[config.mk]
export PLATFORM = sky130hd
export DESIGN_NAME = multiply_rotate_string_hash
export DESIGN_NICKNAME = d
export VERILOG_FILES = /design/src/hw/rtl/mrsh_pkg.sv /design/src/hw/rtl/mrsh_mix.sv /design/src/hw/rtl/mrsh_out.sv /design/src/hw/rtl/multiply_rotate_string_hash.sv
export SDC_FILE = /design/constraint.sdc
export NUM_CORES = 2
export LEC_CHECK = 0
export BUFFER_PORTS_ARGS = -buffer_cell sky130_fd_sc_hd__buf_2
export CORE_ASPECT_RATIO = 1.25
export CORE_MARGIN = 3
export CORE_UTILIZATION = 47
export CTS_CLUSTER_SIZE = 8
export DETAILED_ROUTE_END_ITERATION = 10
export GPL_ROUTABILITY_DRIVEN = 0
export PLACE_DENSITY = 0.72
export SETUP_SLACK_MARGIN = 0.5
export SLEW_MARGIN = 20
export SYNTH_ARGS = -nofsm -noshare
export SYNTH_HDL_FRONTEND = slang
export SYNTH_SLANG_ARGS = --single-unit
[constraint.sdc]
create_clock -name clk -period 18.05 [get_ports clk]
set_input_delay 0.9025 -clock clk [delete_from_list [all_inputs] [get_ports clk]]
set_output_delay 0.9025 -clock clk [all_outputs]
set_load 0.05 [all_outputs]
[src/hw/rtl/mrsh_pkg.sv]
// Package for the multiply-rotate string hash.
// Holds the register indexes, the hash constants and the input beat type.
// No dependencies.
package mrsh_pkg;

	localparam int HASH_W = 64;
	localparam int HALF_W = 32;
	localparam int BYTE_W = 8;
	localparam int ROT_W  = 4;

	localparam logic [0:0] REG_SEED      = 1'd0;
	localparam logic [0:0] REG_WIDE_MODE = 1'd1;

	localparam logic [HASH_W-1:0] MUL_NARROW = 64'd439;
	localparam logic [HASH_W-1:0] MUL_WIDE   = 64'd5741;
	localparam logic [HASH_W-1:0] CHAR_MUL   = 64'd23;
	localparam logic [HASH_W-1:0] POS_BIAS   = 64'd257;

	typedef struct packed {
		logic [BYTE_W-1:0] data_byte;
		logic              no_byte;
		logic              last_byte;
	} item_t;

endpackage

[src/hw/rtl/mrsh_mix.sv]
// One absorb step of the hash: multiply-add of byte and position, then a rotate.
// Uses mrsh_pkg for widths and constants.
module mrsh_mix (
	input  logic [mrsh_pkg::HASH_W-1:0] hash_in,
	input  logic [mrsh_pkg::HASH_W-1:0] pos_in,
	input  logic [mrsh_pkg::BYTE_W-1:0] data_byte,
	input  logic                        wide,
	output logic [mrsh_pkg::HASH_W-1:0] hash_out
);
	import mrsh_pkg::*;

	logic [HASH_W-1:0]   c_sext;
	logic [HASH_W-1:0]   sum;
	logic [ROT_W-1:0]    rot;
	logic [2*HASH_W-1:0] wide_dbl;
	logic [2*HALF_W-1:0] narrow_dbl;

	assign c_sext = {{(HASH_W-BYTE_W){data_byte[BYTE_W-1]}}, data_byte};
	assign sum    = (wide ? hash_in * MUL_WIDE : hash_in * MUL_NARROW)
	              + c_sext * CHAR_MUL + pos_in + POS_BIAS;

	assign rot[0] = data_byte[0];
	assign rot[1] = data_byte[6] | data_byte[2];
	assign rot[2] = data_byte[4];
	assign rot[3] = data_byte[3] | data_byte[1];

	assign wide_dbl   = {sum, sum} << rot;
	assign narrow_dbl = {sum[HALF_W-1:0], sum[HALF_W-1:0]} << rot;

	assign hash_out = wide ? wide_dbl[2*HASH_W-1:HASH_W]
	                       : {{(HASH_W-HALF_W){1'b0}}, narrow_dbl[2*HALF_W-1:HALF_W]};

endmodule

[src/hw/rtl/mrsh_out.sv]
// Result register of the hash block: holds a finished hash until taken.
// Uses mrsh_pkg for the hash width.
module mrsh_out (
	input  logic                        clk,
	input  logic                        arst_n,
	input  logic                        load,
	input  logic [mrsh_pkg::HASH_W-1:0] load_hash,
	input  logic                        out_stall,
	output logic                        out_valid,
	output logic [mrsh_pkg::HASH_W-1:0] hash_value,
	output logic                        blocked
);
	import mrsh_pkg::*;

	logic              valid_q;
	logic [HASH_W-1:0] hash_q;

	assign blocked    = valid_q & out_stall;
	assign out_valid  = valid_q;
	assign hash_value = hash_q;

	always_ff @(posedge clk or negedge arst_n) begin
		if (!arst_n) begin
			valid_q <= 1'b0;
		end else if (load) begin
			valid_q <= 1'b1;
		end else if (!out_stall) begin
			valid_q <= 1'b0;
		end
	end

	always_ff @(posedge clk) begin
		if (load) begin
			hash_q <= load_hash;
		end
	end

endmodule

[src/hw/rtl/multiply_rotate_string_hash.sv]
// Top level of the multiply-rotate string hash: input register, hash state, result register.
// Uses mrsh_pkg, mrsh_mix and mrsh_out.
//
// Takes at most one string byte per beat and can accept a beat in every cycle while
// input stall is low. A beat is registered in the input register, then absorbed into
// the running hash by one constant multiply-add and a rotate of 0 to 15 bits; the beat
// marked last then loads the result register, which offers the hash until it is taken.
// The hash loop closes through that single multiply-add and rotate. Input stall is high
// during reset and until the ready register is set after it, and otherwise only while a
// last beat waits on a result that has not yet been taken.
module multiply_rotate_string_hash (
	input  logic                        clk,
	input  logic                        arst_n,
	input  logic                        cfg_write_en,
	input  logic [0:0]                  cfg_index,
	input  logic [mrsh_pkg::HASH_W-1:0] cfg_data,
	input  logic                        in_valid,
	output logic                        in_stall,
	input  logic [mrsh_pkg::BYTE_W-1:0] data_byte,
	input  logic                        no_byte,
	input  logic                        last_byte,
	output logic                        out_valid,
	input  logic                        out_stall,
	output logic [mrsh_pkg::HASH_W-1:0] hash_value
);
	import mrsh_pkg::*;

	logic              ready_q;
	logic [HASH_W-1:0] seed_q;
	logic              wide_q;

	logic              valid_s1;
	item_t             item_s1;

	logic [HASH_W-1:0] hash_q;
	logic [HASH_W-1:0] pos_q;
	logic              open_q;

	logic [HASH_W-1:0] base_hash;
	logic [HASH_W-1:0] base_pos;
	logic [HASH_W-1:0] mixed_hash;
	logic [HASH_W-1:0] next_hash;
	logic [HASH_W-1:0] result_hash;
	logic              out_blocked;
	logic              consume;

	assign consume  = valid_s1 & (~item_s1.last_byte | ~out_blocked);
	assign in_stall = ~ready_q | (valid_s1 & ~consume);

	always_ff @(posedge clk or negedge arst_n) begin
		if (!arst_n) begin
			ready_q <= 1'b0;
		end else begin
			ready_q <= 1'b1;
		end
	end

	always_ff @(posedge clk or negedge arst_n) begin
		if (!arst_n) begin
			seed_q <= '0;
			wide_q <= 1'b0;
		end else if (cfg_write_en) begin
			case (cfg_index)
				REG_SEED:      seed_q <= cfg_data;
				REG_WIDE_MODE: wide_q <= cfg_data[0];
				default:       ;
			endcase
		end
	end

	// Input register
	always_ff @(posedge clk or negedge arst_n) begin
		if (!arst_n) begin
			valid_s1 <= 1'b0;
		end else if (!in_stall) begin
			valid_s1 <= in_valid;
		end
	end

	always_ff @(posedge clk) begin
		if (in_valid && !in_stall) begin
			item_s1 <= '{data_byte: data_byte, no_byte: no_byte, last_byte: last_byte};
		end
	end

	assign base_hash = open_q ? hash_q : seed_q;
	assign base_pos  = open_q ? pos_q  : '0;

	mrsh_mix u_mix (
		.hash_in   (base_hash),
		.pos_in    (base_pos),
		.data_byte (item_s1.data_byte),
		.wide      (wide_q),
		.hash_out  (mixed_hash)
	);

	assign next_hash   = item_s1.no_byte ? base_hash : mixed_hash;
	assign result_hash = wide_q ? next_hash : {{(HASH_W-HALF_W){1'b0}}, next_hash[HALF_W-1:0]};

	// Hash state
	always_ff @(posedge clk or negedge arst_n) begin
		if (!arst_n) begin
			hash_q <= '0;
			pos_q  <= '0;
			open_q <= 1'b0;
		end else if (consume) begin
			hash_q <= next_hash;
			pos_q  <= item_s1.no_byte ? base_pos : base_pos + HASH_W'(1);
			open_q <= ~item_s1.last_byte;
		end
	end

	mrsh_out u_out (
		.clk        (clk),
		.arst_n     (arst_n),
		.load       (consume & item_s1.last_byte),
		.load_hash  (result_hash),
		.out_stall  (out_stall),
		.out_valid  (out_valid),
		.hash_value (hash_value),
		.blocked    (out_blocked)
	);

endmodule

==> impl_metrics.yaml <==
run:
  cap_viol_max_count: 0
sta:
  finalSetupTns_ns: 0
  grt_setup_unrepaired: "false"
  tightest_slew_ns: 1.14
  finalCriticalPeriod_ns: 13.95
  slew_violations: 0
  finalSetupViolCount: 0
  max-slew-margin-rel_pct: 24.1
  fmax_mhz: 71.7
  fin_skew_ns: 0.0395
  finalCritPeriodShare_pct: 77.3
  hold_violations: 0
synthesis:
  synth_area_leaders: "fa_1, ha_1, dfrtp_1"
  syn_area_sq_um: 48500
  yosys_warnings: 0
  avgSynthCellArea_sq_um: 8.93
  synthAdderAreaFrac_pct: 40.3
  post-synth-top-area-fraction_pct: 28.4
  synthSimpleGateAreaFrac_pct: 10.5
  ys_seq_area_share_pct: 14.7
  synth-async-reset-ratio_pct: 72.7
  ys_ff_latch: 271
  synth_cells: 5430
  synth.largest_area_cell: "fa_1"
  synth-compound-area-share_pct: 13.4
  synth_enable_flop_cells: 74
  synth.distinct_cells: 102
  synth_top_family_by_area: "adder cells"
  synth.most_common_cell: "inv_1"
  synth_xor_area_share_pct: 4.59
  synth_nets: 6660
  synth_common_cells: "inv_1, fa_1, ha_1"
  ys.flop_type: "dfrtp_1"
  synth_mux_area_share_pct: 5.81
worst_setup_path:
  rr_worst_depth: 44
  r2r-end: "hash_q[2]"
  slowest_stage: "mux2i_1"
  slowest_delay_ns: 0.81
  crit_path_end_kind: "flip-flop"
  crit_path_start: "open_q"
  cp_max_fo: 66
  endpoint: "hash_q[2]"
  startpoint_type: "flip-flop"
  crit_type: "flip-flop to flip-flop"
  worstReg2RegStart: "open_q"
  required_ns: 18.56
  cp.arrival_ns: 14.47
  r2r_setup_slack_ns: 4.10
global_route:
  grt.overflow.total: 0
  grt_pass1_wl_mm: 231
  grt_use_total_pct: 27.9
  antenna_found_initial: 3
  grt_max_degree: 81
  grt_pass1_vias: 40900
placed_design:
  dpl.hpwl_mm: 122
  place_area_sq_um: 50500
  port_buffers: 145
cells_and_area:
  fill_cells: 9550
  antenna_cells: 0
  area_growth_pct: 7.00
  fin_nets: 6714
  drive_gt1_share_pct: 8.12
  finalInstanceArea_sq_um: 51900
die:
  core-area_sq_um: 102000
  die_w_microns: 293
  row_count: 131
  initial_core_util_pct: 47.4
  die_area_sq_um: 107000
  dieHeight_microns: 365
  ios: 146
clock_network:
  clk_latency_ns: 0.60
  cts_sinks: 271
  cts_buffers: 43
  root_buffer: "clkbuf_16"
  clk_pin_slew_worst_paths_ns: 0.05
  max-clock-path-buffers: 3
  cts_tree: "built"
  cts_resized: 0
  cts_setup_buffers: 0
  postCtsHoldBufs: 0
  htreeDepth: 2
route:
  drc_errors: 0
  dr.pass1.iters: 6
  via_count: 39600
  finalWirelength_mm: 149
  ant_nets: 0
  avgViaCountPerCell: 5.79
  wl_per_cell_microns: 21.8
  drtIter0Drc: 3632
status:
  outcome: "finished clean"
hold_path:
  hold_path.class: "primary input to asynchronous set/reset pin"
[critical path: cells and delay by family (launching register included)]
family	cells	cell delay (ns)
buffers and inverters	6	1.50
xor gates and xnor gates	2	0.49
and+or+nand+nor	5	0.94
AOI/OAI and AO/OA	20	5.35
muxes	2	0.97
DFF	1	0.61
adders and majority gates	9	3.99
[how the worst min path moves through the flow]
stage / startpoint / to / slack, ns / cells after the start
6_report: arst_n / seed_q[58] / 0.28 / 1
3_3_place_gp: hash_q[38] / hash_q[38] / 0.45 / 2
5_1_grt: arst_n / seed_q[58] / 0.32 / 1
2_1_floorplan: hash_q[38] / hash_q[38] / 0.43 / 2
3_5_place_dp: hash_q[38] / hash_q[38] / 0.46 / 2
4_1_cts: arst_n / seed_q[58] / 0.31 / 1
[cells in the final DEF (no fill, tap or decap), types with 23 or more instances in the layout]
cell type	n
and2_1	66
inv_1	1192
a211oi_1	36
a31oi_1	46
o21ai_0	226
ha_1	462
nor3_1	59
clkbuf_16	44
nand3_1	88
nand2_1	432
o21bai_1	25
a21oi_1	303
a21o_1	92
nand4_1	41
o21a_1	34
dfrtp_1	195
edfxtp_1	74
xor2_1	107
buf_2	144
o211ai_1	45
fa_1	688
and3_1	35
nand2b_1	28
mux2_2	137
o31ai_1	23
mux2i_1	113
xnor2_1	146
nor2_1	279
buf_4	36
clkbuf_1	25
[logic make-up (layout without fill, tap and decap cells)]
kind of cell | count (synthesis) | count (layout)
buf+inv | 1369 | 1458
other cells | 1 | 1
compound gates | 1014 | 1014
flops | 271 | 271
simple gates | 1114 | 1114
fa+ha+maj | 1150 | 1150
xor+xnor | 254 | 254
mux | 257 | 257
[state kept, by name, indices dropped and copies added (netlist names), 10 cells and up]
signal,count
hash_q,64
item_s1,10
pos_q,64
seed_q,64
u_out.hash_value,64
[cell type report]
cell class,instances,area (sq um),share of cell area (%)
multi-input combinational,3790,36200,69.8
sequential,271,7160,13.8
inverter,1197,4490,8.66
tap,1330,1660,3.21
clock buffer,73,1250,2.41
timing repair buffer,181,1010,1.94
clock inverter,7,105,0.203
[stage by stage]
step                instances  setup slack, ns  hold slack, ns  util (%)
CTS                      6849             4.36           0.309      50.7
global route             6849             3.36           0.320      50.7
finish                   6849             4.10           0.277      50.7
detailed placement       6769             4.41           0.458      49.4
floorplan                5430             6.55           0.433         -
global placement         6769             4.57           0.447      49.4
[layer usage]
metal / up-vias / global-route usage (%) / wire length, microns
li1: 17800 / - / -
met1: 19600 / 34.1 / 56500
met2: 1830 / 47.0 / 70700
met3: 452 / 4.38 / 11800
met4: 2 / 15.9 / 10200
met5: - / 0 / 12
Power is not shown: default switching activity piles up to over one toggle a cycle in this logic, so the estimate is an artifact.
